<file path="config.mk">
export PLATFORM = sky130hd
export DESIGN_NAME = fsk_tone_symbol_sequencer
export DESIGN_NICKNAME = d
export VERILOG_FILES = /design/src/rtl/fsk_tss_pkg.sv /design/src/rtl/fsk_tss_queue.sv /design/src/rtl/fsk_tone_symbol_sequencer.sv
export SDC_FILE = /design/constraint.sdc
export NUM_CORES = 1
export LEC_CHECK = 0
export BUFFER_PORTS_ARGS = -buffer_cell sky130_fd_sc_hd__buf_2
export CELL_PAD_IN_SITES_DETAIL_PLACEMENT = 0
export CELL_PAD_IN_SITES_GLOBAL_PLACEMENT = 2
export CORE_MARGIN = 2
export CORE_UTILIZATION = 37
export CTS_CLUSTER_DIAMETER = 80
export DETAILED_ROUTE_END_ITERATION = 7
export PLACE_DENSITY = 0.9
export SLEW_MARGIN = 40
export SYNTH_ARGS = -nofsm -noshare
export SYNTH_HDL_FRONTEND = slang
export SYNTH_SLANG_ARGS = --single-unit
</file>
<file path="constraint.sdc">
create_clock -name clk -period 5.8 [get_ports clk]
set_input_delay 0.58 -clock clk [delete_from_list [all_inputs] [get_ports clk]]
set_output_delay 0.58 -clock clk [all_outputs]
set_load 0.1 [all_outputs]
</file>
<file path="src/rtl/fsk_tss_pkg.sv">
// fsk_tss_pkg: shared types and constants for the fsk tone symbol sequencer
// holds queue sizing, register map, action codes, symbol codes and reset values
// no dependencies; used by fsk_tss_queue and fsk_tone_symbol_sequencer
package fsk_tss_pkg;

  // symbol queue sizing
  localparam int QUEUE_DEPTH = 16;
  localparam int QIDX_W      = (QUEUE_DEPTH > 1) ? $clog2(QUEUE_DEPTH) : 1;
  localparam int QCNT_W      = $clog2(QUEUE_DEPTH + 1);

  // symbol codes as held in the queue
  localparam int SYM_W = 2;
  localparam logic [SYM_W-1:0] SYM_A = 2'd0;
  localparam logic [SYM_W-1:0] SYM_B = 2'd1;
  localparam logic [SYM_W-1:0] SYM_C = 2'd2;
  localparam logic [SYM_W-1:0] SYM_D = 2'd3;

  // field widths
  localparam int CFG_W   = 16;
  localparam int TICK_W  = 16;
  localparam int WORD_W  = 32;
  localparam int TOTAL_W = 32;

  // stream payload widths, padded to whole bytes
  localparam int IN_DATA_BITS  = 8 + 1;
  localparam int IN_DATA_W     = ((IN_DATA_BITS + 7) / 8) * 8;
  localparam int OUT_DATA_BITS = WORD_W + QCNT_W + 1 + TOTAL_W + TOTAL_W;
  localparam int OUT_DATA_W    = ((OUT_DATA_BITS + 7) / 8) * 8;

  // register interface
  localparam int PADDR_W = 5;
  localparam int PDATA_W = 32;

  typedef enum logic [2:0] {
    REG_TONE_MS      = 3'd0,
    REG_WARMUP_LEN   = 3'd1,
    REG_SILENCE_MS   = 3'd2,
    REG_CARRIER_FREQ = 3'd3,
    REG_BIT0_FREQ    = 3'd4,
    REG_BIT1_FREQ    = 3'd5,
    REG_EOF_FREQ     = 3'd6
  } reg_idx_t;

  // register reset values
  localparam logic [CFG_W-1:0] RST_TONE_MS      = 16'd144;
  localparam logic [CFG_W-1:0] RST_WARMUP_LEN   = 16'd300;
  localparam logic [CFG_W-1:0] RST_SILENCE_MS   = 16'd400;
  localparam logic [CFG_W-1:0] RST_CARRIER_FREQ = 16'd2014;
  localparam logic [CFG_W-1:0] RST_BIT0_FREQ    = 16'd3571;
  localparam logic [CFG_W-1:0] RST_BIT1_FREQ    = 16'd4577;
  localparam logic [CFG_W-1:0] RST_EOF_FREQ     = 16'd2930;

  // input item kinds
  localparam logic OP_CHAR = 1'b0;
  localparam logic OP_TICK = 1'b1;

  // result actions
  typedef enum logic [1:0] {
    ACT_NONE  = 2'd0,
    ACT_START = 2'd1,
    ACT_STOP  = 2'd2
  } action_t;

  // queue control and status between top level and queue
  typedef struct packed {
    logic             push;
    logic             pop;
    logic [SYM_W-1:0] sym;
  } q_ctrl_t;

  typedef struct packed {
    logic [QCNT_W-1:0] level;
    logic [QCNT_W-1:0] level_next;
    logic [SYM_W-1:0]  tail_sym;
  } q_stat_t;

endpackage

</file>
<file path="src/rtl/fsk_tss_queue.sv">
// fsk_tss_queue: symbol queue with overwrite of the oldest entry when full
// register array with head, tail and fill count; tail entry read combinationally
// depends on fsk_tss_pkg
module fsk_tss_queue (
  input  logic                  clk,
  input  logic                  rst,
  input  fsk_tss_pkg::q_ctrl_t  ctrl,
  output fsk_tss_pkg::q_stat_t  stat
);

  logic [fsk_tss_pkg::SYM_W-1:0]  entries [fsk_tss_pkg::QUEUE_DEPTH];
  logic [fsk_tss_pkg::QIDX_W-1:0] head;
  logic [fsk_tss_pkg::QIDX_W-1:0] tail;
  logic [fsk_tss_pkg::QCNT_W-1:0] count;
  logic [fsk_tss_pkg::QCNT_W-1:0] level_next;
  logic [fsk_tss_pkg::QIDX_W-1:0] head_inc;
  logic [fsk_tss_pkg::QIDX_W-1:0] tail_inc;
  logic                           full;

  localparam logic [fsk_tss_pkg::QIDX_W-1:0] LAST_IDX =
    fsk_tss_pkg::QIDX_W'(fsk_tss_pkg::QUEUE_DEPTH - 1);
  localparam logic [fsk_tss_pkg::QCNT_W-1:0] FULL_CNT =
    fsk_tss_pkg::QCNT_W'(fsk_tss_pkg::QUEUE_DEPTH);

  // wrapping index increments
  assign head_inc = (head == LAST_IDX) ? '0 : head + 1'b1;
  assign tail_inc = (tail == LAST_IDX) ? '0 : tail + 1'b1;
  assign full     = (count == FULL_CNT);

  // fill count after this cycle's push or pop
  always_comb begin
    level_next = count;
    if (ctrl.push && !full) begin
      level_next = count + 1'b1;
    end else if (ctrl.pop) begin
      level_next = count - 1'b1;
    end
  end

  // status seen by the top level
  assign stat = {count, level_next, entries[tail]};

  // pointers and count
  always_ff @(posedge clk) begin
    if (rst) begin
      head  <= '0;
      tail  <= '0;
      count <= '0;
    end else begin
      count <= level_next;
      if (ctrl.push) begin
        head <= head_inc;
        if (full) begin
          tail <= tail_inc;
        end
      end else if (ctrl.pop) begin
        tail <= tail_inc;
      end
    end
  end

  // entry storage, no reset
  always_ff @(posedge clk) begin
    if (ctrl.push) begin
      entries[head] <= ctrl.sym;
    end
  end

endmodule

</file>
<file path="src/rtl/fsk_tone_symbol_sequencer.sv">
// fsk_tone_symbol_sequencer: top level of the fsk tone symbol sequencer
// queues protocol characters and plays them as timed start, stop and silence
// depends on fsk_tss_pkg and fsk_tss_queue
//
// usage
//   s_* channel: one item per character or millisecond tick; s_tuser is the
//   item kind (0 character, 1 tick), s_tdata carries the character and the
//   channel busy flag. characters a-d / A-D are queued, others ignored.
//   m_* channel: exactly one result item per input item; m_tuser is the
//   action (none, start, stop), m_tdata carries the tone word, queue level,
//   player busy flag and the received and emitted totals.
//   the apb port sets the tone, warmup and silence lengths in ticks and the
//   carrier and data tone codes; registers sit at byte address 4*index.
// timing
//   each accepted item is handled whole: state and the result register update at
//   the accepting edge, and the result is shown on the next cycle. with the
//   receiver ready, one item is accepted every cycle.
//   s_tready follows the result register: while a result waits unread,
//   s_tready stays low, and it rises in the cycle the result is taken.
// reset
//   rst (synchronous) empties the queue, puts the player idle, clears the
//   totals and the result valid flag, and loads the default register values.
module fsk_tone_symbol_sequencer (
  input  logic                                  clk,
  input  logic                                  rst,
  // input items
  input  logic                                  s_tvalid,
  output logic                                  s_tready,
  input  logic [fsk_tss_pkg::IN_DATA_W-1:0]     s_tdata,  // char_byte[7:0], channel_busy[8]
  input  logic                                  s_tuser,  // op
  // result items
  output logic                                  m_tvalid,
  input  logic                                  m_tready,
  // tone_word[31:0], queue_level[36:32], player_busy[37],
  // received_count[69:38], emitted_count[101:70]
  output logic [fsk_tss_pkg::OUT_DATA_W-1:0]    m_tdata,
  output logic [1:0]                            m_tuser,  // action
  // configuration
  input  logic                                  psel,
  input  logic                                  penable,
  input  logic                                  pwrite,
  input  logic [fsk_tss_pkg::PADDR_W-1:0]       paddr,
  input  logic [fsk_tss_pkg::PDATA_W-1:0]       pwdata,
  output logic [fsk_tss_pkg::PDATA_W-1:0]       prdata,
  output logic                                  pready
);

  typedef enum logic [1:0] {
    PH_IDLE    = 2'd0,
    PH_TONE    = 2'd1,
    PH_SILENCE = 2'd2
  } phase_t;

  // configuration registers
  logic [fsk_tss_pkg::CFG_W-1:0] tone_ms;
  logic [fsk_tss_pkg::CFG_W-1:0] warm_len;
  logic [fsk_tss_pkg::CFG_W-1:0] silence_ms;
  logic [fsk_tss_pkg::CFG_W-1:0] carrier_freq;
  logic [fsk_tss_pkg::CFG_W-1:0] bit0_freq;
  logic [fsk_tss_pkg::CFG_W-1:0] bit1_freq;
  logic [fsk_tss_pkg::CFG_W-1:0] eof_freq;

  logic                          cfg_wr;
  fsk_tss_pkg::reg_idx_t         cfg_idx;

  // player state
  phase_t                          phase;
  phase_t                          phase_next;
  logic [fsk_tss_pkg::TICK_W-1:0]  elapsed;
  logic [fsk_tss_pkg::TICK_W-1:0]  elapsed_next;
  logic [fsk_tss_pkg::TICK_W-1:0]  elapsed_inc;
  logic                            warmup;
  logic                            warmup_next;
  logic [fsk_tss_pkg::TOTAL_W-1:0] rx_total;
  logic [fsk_tss_pkg::TOTAL_W-1:0] rx_total_next;
  logic [fsk_tss_pkg::TOTAL_W-1:0] emitted_total;
  logic [fsk_tss_pkg::TOTAL_W-1:0] emitted_total_next;

  // input item fields
  logic                           accept;
  logic                           in_op;
  logic [7:0]                     in_char;
  logic                           in_busy;
  logic                           sym_ok;
  logic [fsk_tss_pkg::SYM_W-1:0]  in_sym;

  // step results
  fsk_tss_pkg::action_t           act;
  logic [fsk_tss_pkg::WORD_W-1:0] word;
  logic [fsk_tss_pkg::CFG_W-1:0]  data_freq;
  logic [fsk_tss_pkg::CFG_W-1:0]  tone_len;

  fsk_tss_pkg::q_ctrl_t           q_ctrl;
  fsk_tss_pkg::q_stat_t           q_stat;

  // apb register port
  assign pready  = 1'b1;
  assign cfg_wr  = psel && penable && pwrite && pready;
  assign cfg_idx = fsk_tss_pkg::reg_idx_t'(paddr[4:2]);

  always_ff @(posedge clk) begin
    if (rst) begin
      tone_ms      <= fsk_tss_pkg::RST_TONE_MS;
      warm_len     <= fsk_tss_pkg::RST_WARMUP_LEN;
      silence_ms   <= fsk_tss_pkg::RST_SILENCE_MS;
      carrier_freq <= fsk_tss_pkg::RST_CARRIER_FREQ;
      bit0_freq    <= fsk_tss_pkg::RST_BIT0_FREQ;
      bit1_freq    <= fsk_tss_pkg::RST_BIT1_FREQ;
      eof_freq     <= fsk_tss_pkg::RST_EOF_FREQ;
    end else if (cfg_wr) begin
      case (cfg_idx)
        fsk_tss_pkg::REG_TONE_MS:      tone_ms      <= pwdata[fsk_tss_pkg::CFG_W-1:0];
        fsk_tss_pkg::REG_WARMUP_LEN:   warm_len     <= pwdata[fsk_tss_pkg::CFG_W-1:0];
        fsk_tss_pkg::REG_SILENCE_MS:   silence_ms   <= pwdata[fsk_tss_pkg::CFG_W-1:0];
        fsk_tss_pkg::REG_CARRIER_FREQ: carrier_freq <= pwdata[fsk_tss_pkg::CFG_W-1:0];
        fsk_tss_pkg::REG_BIT0_FREQ:    bit0_freq    <= pwdata[fsk_tss_pkg::CFG_W-1:0];
        fsk_tss_pkg::REG_BIT1_FREQ:    bit1_freq    <= pwdata[fsk_tss_pkg::CFG_W-1:0];
        fsk_tss_pkg::REG_EOF_FREQ:     eof_freq     <= pwdata[fsk_tss_pkg::CFG_W-1:0];
        default: begin
        end
      endcase
    end
  end

  // register read back
  always_comb begin
    case (cfg_idx)
      fsk_tss_pkg::REG_TONE_MS:      prdata = fsk_tss_pkg::PDATA_W'(tone_ms);
      fsk_tss_pkg::REG_WARMUP_LEN:   prdata = fsk_tss_pkg::PDATA_W'(warm_len);
      fsk_tss_pkg::REG_SILENCE_MS:   prdata = fsk_tss_pkg::PDATA_W'(silence_ms);
      fsk_tss_pkg::REG_CARRIER_FREQ: prdata = fsk_tss_pkg::PDATA_W'(carrier_freq);
      fsk_tss_pkg::REG_BIT0_FREQ:    prdata = fsk_tss_pkg::PDATA_W'(bit0_freq);
      fsk_tss_pkg::REG_BIT1_FREQ:    prdata = fsk_tss_pkg::PDATA_W'(bit1_freq);
      fsk_tss_pkg::REG_EOF_FREQ:     prdata = fsk_tss_pkg::PDATA_W'(eof_freq);
      default:                       prdata = '0;
    endcase
  end

  // input handshake and field unpacking
  assign s_tready = !m_tvalid || m_tready;
  assign accept   = s_tvalid && s_tready;
  assign in_op    = s_tuser;
  assign in_char  = s_tdata[7:0];
  assign in_busy  = s_tdata[8];

  // protocol character decode: a-d and A-D map to symbols A..D
  assign sym_ok = ((in_char >= 8'h61) && (in_char <= 8'h64)) ||
                  ((in_char >= 8'h41) && (in_char <= 8'h44));
  assign in_sym = in_char[1:0] - 2'd1;

  // saturating tick count
  assign elapsed_inc = (elapsed != '1) ? elapsed + 1'b1 : elapsed;
  assign tone_len    = warmup ? warm_len : tone_ms;

  // data tone for the symbol at the queue tail
  always_comb begin
    case (q_stat.tail_sym)
      fsk_tss_pkg::SYM_A: data_freq = bit0_freq;
      fsk_tss_pkg::SYM_B: data_freq = bit1_freq;
      default:            data_freq = eof_freq;
    endcase
  end

  // one step of the player and queue for the offered item
  always_comb begin
    phase_next         = phase;
    elapsed_next       = elapsed;
    warmup_next        = warmup;
    rx_total_next      = rx_total;
    emitted_total_next = emitted_total;
    act                = fsk_tss_pkg::ACT_NONE;
    word               = '0;
    q_ctrl             = '0;
    q_ctrl.sym         = in_sym;
    if (in_op == fsk_tss_pkg::OP_CHAR) begin
      if (sym_ok) begin
        q_ctrl.push   = accept;
        rx_total_next = rx_total + 1'b1;
      end
    end else begin
      case (phase)
        PH_TONE: begin
          elapsed_next = elapsed_inc;
          if (elapsed_inc >= tone_len) begin
            act          = fsk_tss_pkg::ACT_STOP;
            elapsed_next = '0;
            phase_next   = PH_SILENCE;
          end
        end
        PH_SILENCE: begin
          elapsed_next = elapsed_inc;
          if (elapsed_inc >= silence_ms) begin
            emitted_total_next = emitted_total + 1'b1;
            elapsed_next       = '0;
            phase_next         = PH_IDLE;
          end
        end
        default: begin
          phase_next = PH_IDLE;
          if (!in_busy && (q_stat.level != '0)) begin
            q_ctrl.pop   = accept;
            act          = fsk_tss_pkg::ACT_START;
            word         = {data_freq, carrier_freq};
            warmup_next  = (q_stat.tail_sym == fsk_tss_pkg::SYM_D);
            elapsed_next = '0;
            phase_next   = PH_TONE;
          end
        end
      endcase
    end
  end

  fsk_tss_queue u_queue (
    .clk  (clk),
    .rst  (rst),
    .ctrl (q_ctrl),
    .stat (q_stat)
  );

  // player state and counters
  always_ff @(posedge clk) begin
    if (rst) begin
      phase         <= PH_IDLE;
      elapsed       <= '0;
      warmup        <= 1'b0;
      rx_total      <= '0;
      emitted_total <= '0;
    end else if (accept) begin
      phase         <= phase_next;
      elapsed       <= elapsed_next;
      warmup        <= warmup_next;
      rx_total      <= rx_total_next;
      emitted_total <= emitted_total_next;
    end
  end

  // result register valid
  always_ff @(posedge clk) begin
    if (rst) begin
      m_tvalid <= 1'b0;
    end else if (accept) begin
      m_tvalid <= 1'b1;
    end else if (m_tready) begin
      m_tvalid <= 1'b0;
    end
  end

  // result register payload
  always_ff @(posedge clk) begin
    if (accept) begin
      m_tuser <= act;
      m_tdata <= fsk_tss_pkg::OUT_DATA_W'({emitted_total_next,
                                           rx_total_next,
                                           (phase_next != PH_IDLE),
                                           q_stat.level_next,
                                           word});
    end
  end

  // a shown start result leaves the player in its tone phase
  a_start_in_tone: assert property (@(posedge clk) disable iff (rst)
    (m_tvalid && (m_tuser == fsk_tss_pkg::ACT_START)) |-> (phase == PH_TONE))
    else $error("start result shown while player not in tone phase");

  // a shown stop result leaves the player in its silence phase
  a_stop_in_silence: assert property (@(posedge clk) disable iff (rst)
    (m_tvalid && (m_tuser == fsk_tss_pkg::ACT_STOP)) |-> (phase == PH_SILENCE))
    else $error("stop result shown while player not in silence phase");

  // reported busy flag tracks the player phase after each item
  a_busy_tracks_phase: assert property (@(posedge clk) disable iff (rst)
    accept |=> (m_tdata[fsk_tss_pkg::WORD_W + fsk_tss_pkg::QCNT_W] == (phase != PH_IDLE)))
    else $error("player busy flag does not match phase");

  // an empty queue never starts a tone
  a_no_start_empty: assert property (@(posedge clk) disable iff (rst)
    (accept && (in_op == fsk_tss_pkg::OP_TICK) && (q_stat.level == '0))
      |=> (m_tuser != fsk_tss_pkg::ACT_START))
    else $error("tone started from an empty queue");

endmodule
</file>
* Word level (Yosys, flattened, before mapping) *
Memories as Yosys holds them, arrays and structs flattened. A register that Yosys moved wholly into a read port is not among the register bits.
Cells that the tools add are included.

storage, ports and cells
  register bits after elaboration = 313
  memory bits (writable) = 32
  input port bits = 61
  output and inout bits = 141
  word-level logic and storage cells = 121
  memories = 1

cells by class
  $add $sub $neg = 8
  magnitude comparators = 6
  equality and inequality tests = 15
  muxes and demuxes = 38
  bitwise operators = 3
  reduce and logical (&&, ||, !) cells = 31

memories
  memory           words  bits a word  read ports  clocked after memory_dff  wr ports  RTL line             text
  u_queue.entries  16     2            1           1                         1         fsk_tss_queue.sv:11  logic [fsk_tss_pkg::SYM_W-1:0] entries [fsk_tss_pkg::QUEUE_DEPTH];

operators with widths
  cell                                                                                 count
  32-bit two-way mux                                                                   5
  16-bit case mux with 7 select lines                                                  1
  16-bit two-way mux                                                                   5
  32-bit by 1-bit adder with 32-bit output, second input constant                      2
  16-bit case mux with 2 select lines                                                  2
  16-bit greater-or-equal comparator                                                   2
  4-bit two-way mux                                                                    7
  16-bit by 1-bit adder with 16-bit output, second input constant                      1
  8-bit by 7-bit greater-or-equal comparator with 1-bit output, second input constant  2
  8-bit by 7-bit less-or-equal comparator with 1-bit output, second input constant     2
  16-bit != test, second input constant                                                1
  2-bit AND reduction                                                                  8
  1-bit two-way mux                                                                    10
  5-bit two-way mux                                                                    2
  3-bit == test, second input constant                                                 3
  4-bit by 1-bit adder with 4-bit output, second input constant                        2
  4-bit == test, second input constant                                                 2
  2-bit two-way mux                                                                    4
  2-bit case mux with 2 select lines                                                   2
  1-bit logical AND                                                                    7
  3-bit by 2-bit == test with 1-bit output, second input constant                      2
  2-bit nonzero test                                                                   3
  5-bit by 1-bit adder with 5-bit output, second input constant                        1
  5-bit == test, second input constant                                                 1
  17 further kinds                                                                     24

* Longest topological paths before layout *
  word-level depth = 10
  gate-level depth with buffers = 17
  gate-level depth less buffers = 12

* Cells and area by module *
From an unflattened synthesis, not the netlist that was laid out.

second synthesis, totals
  cells, all modules = 1,763
  area, all modules = 17,065.1 µm²

by module, submodules not included
  module                     times used  cells each  area an instance (µm²)
  fsk_tone_symbol_sequencer  1           1,599       14,843.0
  fsk_tss_queue              1           164         2,222.1

* Least setup slack after synthesis *
No wires, ideal clock.

  path type = register -> register
  from = register m_tvalid
  to = register m_tdata[34] (netlist bit) (data pin)
  library setup time = 0.264 ns
  data arrival time = 5.463 ns
  data required time = 5.536 ns
  setup slack = 0.073 ns
  stages on the path, launching flop included = 8
  clock period less this slack = 5.727 ns
  cells stage by stage = dfxtp_1 nand2b_1 nand2_1 clkinv_1 and2_0 clkbuf_1 a32o_1 xor2_1

RTL lines
  item                    RTL line                          text
  start, declared         fsk_tone_symbol_sequencer.sv:32   output logic m_tvalid,
  start signal, assigned  fsk_tone_symbol_sequencer.sv:240  m_tvalid <= 1'b0;
  start signal, assigned  fsk_tone_symbol_sequencer.sv:242  m_tvalid <= 1'b1;
  start signal, assigned  fsk_tone_symbol_sequencer.sv:244  m_tvalid <= 1'b0;
  end signal, assigned    fsk_tone_symbol_sequencer.sv:252  m_tdata <= fsk_tss_pkg::OUT_DATA_W'({emitted_total_next,
  end, declared           fsk_tone_symbol_sequencer.sv:36   output logic [fsk_tss_pkg::OUT_DATA_W-1:0] m_tdata,

* Worst setup path in the final report *
  from = register elapsed[4] (netlist bit)
  to = register m_tdata[93] (netlist bit) (data pin)

between the ends
  longest elaborated chain between the ends = 6
  elaborated cells on any way between the ends = 7

RTL lines
  item                                                                               RTL line                          text
  start, declared                                                                    fsk_tone_symbol_sequencer.sv:69   logic [fsk_tss_pkg::TICK_W-1:0] elapsed;
  start signal, assigned                                                             fsk_tone_symbol_sequencer.sv:230  elapsed <= elapsed_next;
  16-bit by 1-bit adder with 16-bit output / 16-bit != test (equally long branches)  fsk_tone_symbol_sequencer.sv:152  assign elapsed_inc = (elapsed != '1) ? elapsed + 1'b1 : elapsed;
  16-bit two-way mux (*)                                                             fsk_tone_symbol_sequencer.sv:152
  16-bit greater-or-equal comparator (*)                                             fsk_tone_symbol_sequencer.sv:192  if (elapsed_inc >= silence_ms) begin
  32-bit two-way mux (*)                                                             fsk_tone_symbol_sequencer.sv:192
  32-bit two-way mux (*)                                                             fsk_tone_symbol_sequencer.sv:181  case (phase)
  32-bit two-way mux (*)                                                             fsk_tone_symbol_sequencer.sv:175  if (in_op == fsk_tss_pkg::OP_CHAR) begin
  via emitted_total_next (one bit)                                                   fsk_tone_symbol_sequencer.sv:77   logic [fsk_tss_pkg::TOTAL_W-1:0] emitted_total_next;

Mark *: on every way through the listed nets, which the timed path passes. The rest lies on a longest branch.
A chain may end at the register's enable or synchronous reset.

==> metrics.yaml <==
status:
  outcome: "complete, no violations"
detailed_routing:
  postRouteAntennaNets: 0
  firstDrtPassIters: 5
  drt-total-wl_mm: 45.7
  routedWlPerCell_um: 18.1
  drtIter0Drc: 915
  drc: 0
  vias: 13500
  routed_via_density: 5.34
grt:
  grtUsageMet1: 0.266
  met2_usage: 0.302
  grt_max_degree: 76
  grt_pass1_vias: 12600
  grt.busiest_layer: "met2"
  antenna_found_initial: 0
  track_usage: 0.188
  grt_util_met3: 0.0281
  grt_pass1_wl_mm: 71.4
  grt_overflow: 0
floorplan:
  core-area_um2: 45500
  pin_count: 202
  die_w_um: 219
  rows: 78
  initial_core_util: 0.376
  die_height_um: 219
  die_area_um2: 47900
worst_setup_path:
  crit_type: "reg -> reg"
  rr_endpoint: "m_tdata[93]"
  slowest_delay_ps: 720
  r2r_slack_ps: 1380
  cp_slowest_cell: "a211oi_2"
  endpoint_kind: "register"
  crit_chain: "and4_1 -> nand2_1 -> or3_1 -> nand3_1 -> xnor2_1 -> ha_1 -> a21oi_1 -> o21ai_0 -> a211oi_2 -> a31o_4 -> nor3_1 -> xor2_1"
  timing.rr.start: "elapsed[4]"
  reg2reg_depth: 12
  cp_max_fo: 54
  cp.arrival_ps: 4710
  critical_path_required_ps: 6090
  critical_path.startpoint_type: "register"
power_and_ir_drop:
  power_density_nw_per_um2: 304
  p_leak_nw: 7.25
  vdd_drop_max_uv: 228
sta:
  tightest_slew_ps: 917
  rsz0062_at_grt: "no"
  finalMaxSlewViolations: 0
  min_period_ps: 4420
  hold_violations: 0
  tns_ps: 0
  post-route-period-util: 0.762
  fmax_ghz: 0.226
  fin_skew_ps: 33.6
  slew_headroom: 0.387
  setup_violations: 0
logic_synthesis:
  synth_area_um2: 17100
  ys_warn_count: 0
  synth-edff-count: 136
  avgSynthCellArea_um2: 9.61
  ys_ff_latch: 349
  yosysSeqAreaShare: 0.488
  synth_cells: 1779
  synth_cell_types: 80
  ys_async_sr_fraction: 0
  dominantRegCellSynth: "dfxtp_1"
placement:
  place_congestion: 0.817
  io_buffers: 156
  dp_hpwl_mm: 31.2
clock_network:
  cts_buffer_depth: 3
  clk_pin_slew_ps: 60
  cts_root_buffer: "clkbuf_16"
  cts.hold.buffers_added: 0
  cts_tree: "done"
  clock-sinks: 349
  htreeDepth: 2
  clock_latency_ps: 570
  ctsResizeCount: 0
  cts_setup_buffers: 0
  cts_buffers: 41
layout:
  drive_gt1_frac: 0.155
  fillers: 4448
  final_common_cell: "nand2_1"
  fin_util: 0.431
  regArea_um2: 8350
  fin_nets: 2000
  multi_input_area_um2: 8120
  area_growth_pct: 14.6
  final_cell_mix: "nand2_1 (311), dfxtp_1 (213), buf_2 (155)"
flow_run:
  maxCapViolCount: 0
min_path:
  holdCritPathClass: "in -> reg"
  min_path_cells: 3
  hold_path_end: "m_tvalid"
  holdCritStartpoint: "s_tvalid"
[routing by layer]
layer,up-vias,share of wire
met5,-,0
li1,6565,-
met3,70,0.057
met4,0,0.020
met2,384,0.46
met1,6459,0.46
[flip-flops by register name, indices dropped and copies added, names as in the netlist, 32 cells and up, named ones only]
| name | cells |
|---|---|
| emitted_total | 32 |
| m_tdata | 102 |
| rx_total | 32 |
| u_queue.entries | 32 |
[per-stage QoR]
| step | area [µm²] | setup WS [ps] | cells | hold slack [ps] | power [W] |
|---|---|---|---|---|---|
| 2_1_floorplan | 17200 | 72.7 | 1796 | 436 | 0.00334 |
| 3_3_place_gp | 18300 | 1480 | 2449 | 441 | 0.00348 |
| 3_5_place_dp | 18300 | 1500 | 2449 | 446 | 0.00349 |
| 4_1_cts | 19600 | 1430 | 2524 | 292 | 0.00601 |
| 5_1_grt | 19600 | 1110 | 2524 | 300 | 0.00615 |
| 6_report | 19600 | 1380 | 2525 | 320 | 0.00595 |
[cell families after synthesis]
group                    Yosys count  share of synthesized area
AO/OA/AOI/OAI                    319                      0.117
buffers and inverters            163                     0.0427
other                              2                   0.000439
AND/OR/NAND/NOR                  715                      0.206
XOR/XNOR                          99                     0.0507
multiplexers                      85                     0.0607
adder cells (fa/ha/maj)           47                     0.0344
flip-flops                       349                      0.488
[cells in the mapped netlist (13+ instances only)]
cell      count  area [µm²]
a221oi_1     14         123
ha_1         47         588
o31ai_1      18         135
clkbuf_1     71         267
mux2_2       18         203
or4_1        19         143
nand4_1      28         175
xnor2_1      52         455
a21oi_1     149         746
xor2_1       47         412
dfxtp_1     213        4260
o21ai_0      48         240
or3_1        15        93.8
mux2i_1      53         531
edfxtp_1    136        4080
nor2_1      113         424
and2_1       23         144
nand3_1      82         410
buf_4        23         173
nand2_1     313        1170
buf_2        14        70.1
mux4_2       13         293
inv_1        42         158
nor3_1       34         170
[cell type report]
type                       instances  share of cell area
clock inverter                    16             0.00817
timing repair buffer             171              0.0457
clock buffer                      59              0.0584
antenna                            1            0.000128
tap                              600              0.0383
inverter                          45             0.00887
sequential                       349               0.426
multi-input combinational       1284               0.415
[power breakdown]
group          internal [W]  total (W)  switching, W
sequential          0.00261    0.00265     0.0000313
clock               0.00147    0.00252       0.00104
combinational      0.000119   0.000792      0.000673
[critical path, delay by kind of cell, from the launching register on]
family                   cells  cell delay (ps)
XOR/XNOR                     2              340
AND/OR/NAND/NOR              5             1360
flip-flops                   1              450
adder cells (fa/ha/maj)      1              300
AO/OA/AOI/OAI                4             1670
[how the worst max path moves through the flow]
stage	from	to	slack [ps]	depth (start not counted)
floorplan	m_tvalid	m_tdata[34]	70	7
global placement	elapsed[4]	emitted_total[6]	1480	12
detailed placement	elapsed[4]	m_tdata[96]	1500	12
CTS	elapsed[4]	m_tdata[93]	1430	12
global route	elapsed[4]	m_tdata[93]	1110	12
finish	elapsed[4]	m_tdata[93]	1380	12
No activity file was read; power rests on OpenSTA's default activity.
